<file path="config.mk">
export PLATFORM = sky130hd
export DESIGN_NAME = pfla_ctrl
export DESIGN_NICKNAME = d
export VERILOG_FILES = /design/src/hdl/pfla_pkg.sv /design/src/hdl/pfla_ctrl.sv
export SDC_FILE = /design/constraint.sdc
export NUM_CORES = 1
export LEC_CHECK = 0
export BUFFER_PORTS_ARGS = -buffer_cell sky130_fd_sc_hd__buf_2
export CORE_AREA = 10 10 47 49
export CTS_CLUSTER_SIZE = 28
export DETAILED_ROUTE_END_ITERATION = 16
export DIE_AREA = 0 0 57 59
export PLACE_DENSITY_LB_ADDON = 0.3
export SLEW_MARGIN = 5
export SYNTH_ARGS = -nofsm -noshare
export SYNTH_HDL_FRONTEND = slang
export SYNTH_SLANG_ARGS = --single-unit
</file>
<file path="constraint.sdc">
create_clock -name i_clk -period 1.22 [get_ports i_clk]
set_input_delay 0.366 -clock i_clk [delete_from_list [all_inputs] [get_ports i_clk]]
set_output_delay 0.366 -clock i_clk [all_outputs]
set_load 0.02 [all_outputs]
</file>
<file path="src/hdl/pfla_pkg.sv">
package pfla_pkg;

    // Page geometry
    localparam int PAGE_SHIFT = 12;
    localparam int MAX_PAGES  = 32768;
    localparam int ADDR_W     = 32;
    localparam int LINK_W     = 16;
    localparam int PAGE_IDX_W = $clog2(MAX_PAGES);
    localparam int PG_NUM_W   = ADDR_W - PAGE_SHIFT;
    localparam int FB_W       = 28;

    localparam logic [LINK_W-1:0] NULL_PAGE = '1;
    localparam logic [FB_W-1:0]   FB_MAX    = '1;

    // Configuration register reset values
    localparam logic [ADDR_W-1:0] START_RESET = 32'h8000_0000;
    localparam logic [ADDR_W-1:0] STOP_RESET  = 32'h8800_0000;

    // Configuration register indexes
    localparam logic CFG_REGION_START = 1'b0;
    localparam logic CFG_REGION_STOP  = 1'b1;

    // Operation codes
    typedef enum logic [1:0] {
        OP_INIT  = 2'd0,
        OP_FREE  = 2'd1,
        OP_ALLOC = 2'd2,
        OP_COUNT = 2'd3
    } t_op;

    // Status codes
    localparam logic [1:0] ST_OK       = 2'd0;
    localparam logic [1:0] ST_EMPTY    = 2'd1;
    localparam logic [1:0] ST_BAD_ADDR = 2'd2;
    localparam logic [1:0] ST_CAPACITY = 2'd3;

    typedef struct packed {
        logic [1:0]        operation;
        logic [ADDR_W-1:0] page_address;
    } t_cmd_in;

    typedef struct packed {
        logic [1:0]        status;
        logic [ADDR_W-1:0] granted_address;
        logic [FB_W-1:0]   free_bytes;
    } t_result;

    // Controller to datapath
    typedef struct packed {
        logic load;
        logic exec;
        logic walk;
        logic emit;
    } t_ctrl_cmd;

    // Datapath to controller
    typedef struct packed {
        logic walk_needed;
        logic walk_last;
    } t_dp_status;

endpackage

</file>
<file path="src/hdl/pfla_ctrl.sv">
module pfla_ctrl
    import pfla_pkg::*;
(
    input  logic       i_clk,
    input  logic       i_rst_n,
    input  logic       start,
    output logic       busy,
    input  t_dp_status i_status,
    output t_ctrl_cmd  o_cmd
);

    typedef enum logic [2:0] {
        S_IDLE = 3'b001,
        S_EXEC = 3'b010,
        S_WALK = 3'b100
    } t_state;

    t_state r_state;
    t_state n_state;

    // Sequence: take a beat, execute it, walk the pages for init
    always_comb begin
        n_state     = r_state;
        o_cmd       = '0;
        unique case (r_state)
            S_IDLE: begin
                if (start) begin
                    o_cmd.load = 1'b1;
                    n_state    = S_EXEC;
                end
            end
            S_EXEC: begin
                o_cmd.exec = 1'b1;
                if (i_status.walk_needed) begin
                    n_state = S_WALK;
                end else begin
                    o_cmd.emit = 1'b1;
                    n_state    = S_IDLE;
                end
            end
            S_WALK: begin
                o_cmd.walk = 1'b1;
                if (i_status.walk_last) begin
                    o_cmd.emit = 1'b1;
                    n_state    = S_IDLE;
                end
            end
            default: begin
                n_state = S_IDLE;
            end
        endcase
    end

    always_ff @(posedge i_clk) begin
        if (!i_rst_n) begin
            r_state <= S_IDLE;
        end else begin
            r_state <= n_state;
        end
    end

    assign busy = (r_state != S_IDLE);

endmodule

</file>
==> results.md <==
* FMAX at 665.5 MHz
* First element of the critical path: r_state[0]
* Mapped Avg Cell Area at 10.60 um2
* Fin. max-slew vios at 0
* Vias in the first global route at 241
* Wire per inst at around 12 um
* Library cells used by synthesis at 14
* Antenna-violating nets left at 0
* Drt drc at 0
* Pre-antenna DRT Iters at 1
* Area after DPL at 302.8 um2
* Relative slew slack at 83.30%
* IO buf count at 9
* Worst Tran Pin Value at roughly 0.25 ns
* Starting Density at 12.86%
* Mapped Area at approximately 180 um2
* Clk_lat worst skew at 0.23 ns
* Failing checks: setup timing
* CTS Buf Count at 3
* Largest cells by area after synthesis: dfxtp_1, or3b_1, and4bb_4
* HP Class: input port to flop
* Gr ovfl total at 0
* Net count after synthesis at 22
* Hold Vio Cnt, Final at 0
* Crit path time final at 1.503 ns
* P_int at 268.0 uW
* Pwr Total at 357.9 uW
* Number of synthesized register bits at 3
* Post-Syn Instances at 17
* Gpl congestion at 0.7664
* Startpoint types: flop
* CTS tree: built
* Clk sinks at 3
* Core Area at 0.001401 mm2
* Post-synth EDFFs at 0
* Die footprint at ~0.0034 mm2
* Finished Cell Area at a little under 400 um2
* ANT cells at 0
* GRT Total Usage at 4.447%
* Layout cell share with drive strength beyond 1 at 75.00%
* Post-layout util at 27.68%
* Tcrit/Tclk final at 123.2%
* Vias/cell at 4.154
* First-pass GRT wire length at ~1.1 mm
* PD cells at 922.8 mW/mm2
* Setup ws final at -0.2826 ns
* RSZ-0062 raised after global routing: true
* Outcome: complete, but fails checks
* Clock Skews at about 0.0033 ns
* DRT iter0 DRCs at 0
* Die width at around 57 um
* Top Registers: r_state: 3 flops
* WP data arrival at between 1 and 1.5 ns
* Most used DFF post-synth: dfxtp_1
* Post-Route WL at 631 um
* Synth-to-layout area growth at 115.3%
* LEAKAGE at between 0.00015 and 0.0002 uW
* Sw frac at 25.12%
* Root buffer cell: clkbuf_4
* Largest net degree at the start of global routing at 9
* Worst vdd ir at 0.5554 mV
* Final setup viols at 5
* Die Height at just under 60 um
* Worst-path clk slew at 0.04 ns
* Synth area leader: dfxtp_1
* Synth top area share at between 30 and 40%
* Most frequent cell after synthesis: dfxtp_1
* Total Neg Setup Slack at -1.193 ns
* Clock Power Share at 48.0%
* Yosys warns at 0
* CP Class: flop to output port
* Maxcap violations at 0
* Comb pwr share at 20.9%
* Share of power burned in registers at a little under a third
* Critical R2R Launch: r_state[2]
* Hold path startpoint: i_rst_n
* Seq/Total Area, Yosys at about a third
* Psw at about 90 uW
* Post-synth top cells: dfxtp_1, or3b_1
* Endpoint class of the critical path: output port
* Largest register FFs at 3
* CTS Buffer Depth at 2
* WP data required at 0.85 ns
* Most flops, register: r_state
* Final net count at 42
* CTS H-tree depth at 1
* CP max FO at 5
* Vias at 216
* FFs w/ async S/R, synth at 0%
* Initial antenna violation count at 0
* Ports at 10
* Row cnt at 14
placed cells by master, fill, tap and decap left out:
cell type,n
and4bb_4,1
buf_2,4
nor3b_4,2
inv_1,1
nand2b_1,1
clkbuf_1,1
dfxtp_4,3
nand3b_1,1
or3b_1,1
o31ai_1,1
clkbuf_4,3
buf_6,5
buf_4,6
and2_1,1
a21oi_1,1
a22o_4,1
or3b_4,1
nor4b_1,1
and4bb_2,1
metal layers:
layer  global-route usage [%]  share of wire [%]  wire [um]  vias to the layer above
met2                    6.512                 42        263                       14
met1                    3.910                 42        264                       98
li1                         -                  -          -                      104
met3                    4.721                 16        103                        0
met4                    2.013                  0          0                        0
met5                        0                  0          0                        -
kinds of logic after synthesis:
logic type / Yosys count / synth area share, %
compound gates: 3 / 11.81
simple gates: 10 / 52.79
buf+inv: 1 / 2.081
flops: 3 / 33.33
critical path, stage by stage, from the launching register on:
cell	delay, ns
dfxtp_4	0.38
or3b_4	0.39
buf_6	0.14
power by group through the flow:
stage                     clock network, uW  registers (uW)  logic [uW]
after floorplan                           0             114        34.2
after global placement                    0             115        57.5
after detailed placement                  0             116        59.1
after CTS                               181             113        74.2
after global routing                    199             112        80.5
final                                   172             111        74.6
final cells by class:
type                            count  area [um2]
Clock buffer                        4       26.28
Fill cell                         162        1013
Inverter                            1       3.754
Multi-Input combinational cell     13       145.1
Sequential cell                     3       71.32
Tap cell                           16       20.02
Timing Repair Buffer               15       121.4
per-stage QoR:
step | hold WS [ns] | worst slack (ns) | std cells
floorplan | 0.4370 | -0.05211 | 17
finish | 0.3340 | -0.2826 | 52
CTS | 0.3278 | -0.2907 | 50
global placement | 0.5440 | -0.08561 | 45
detailed placement | 0.5508 | -0.1014 | 45
global route | 0.3317 | -0.3210 | 52
path summary, 6_finish.rpt:
path	end	slack [ns]	cells past startpoint
max	busy	-0.28	2
min	r_state[0]	0.33	2
max reg2reg	r_state[2]	0.18	3
min reg2reg	r_state[2]	0.55	2
what timing repair did:
| item | CTS | global route |
|---|---|---|
| hold buffers | 0 | 0 |
| endpoints found under the setup margin | 5 | 5 |
| buffers inserted | 1 | 2 |
| hold endpoints to repair | 0 | 0 |
| pin swaps | 1 | 1 |
| gates cloned | 0 | 0 |
| resized for setup | 11 | 1 |
Power figures use the tool's default switching activity.
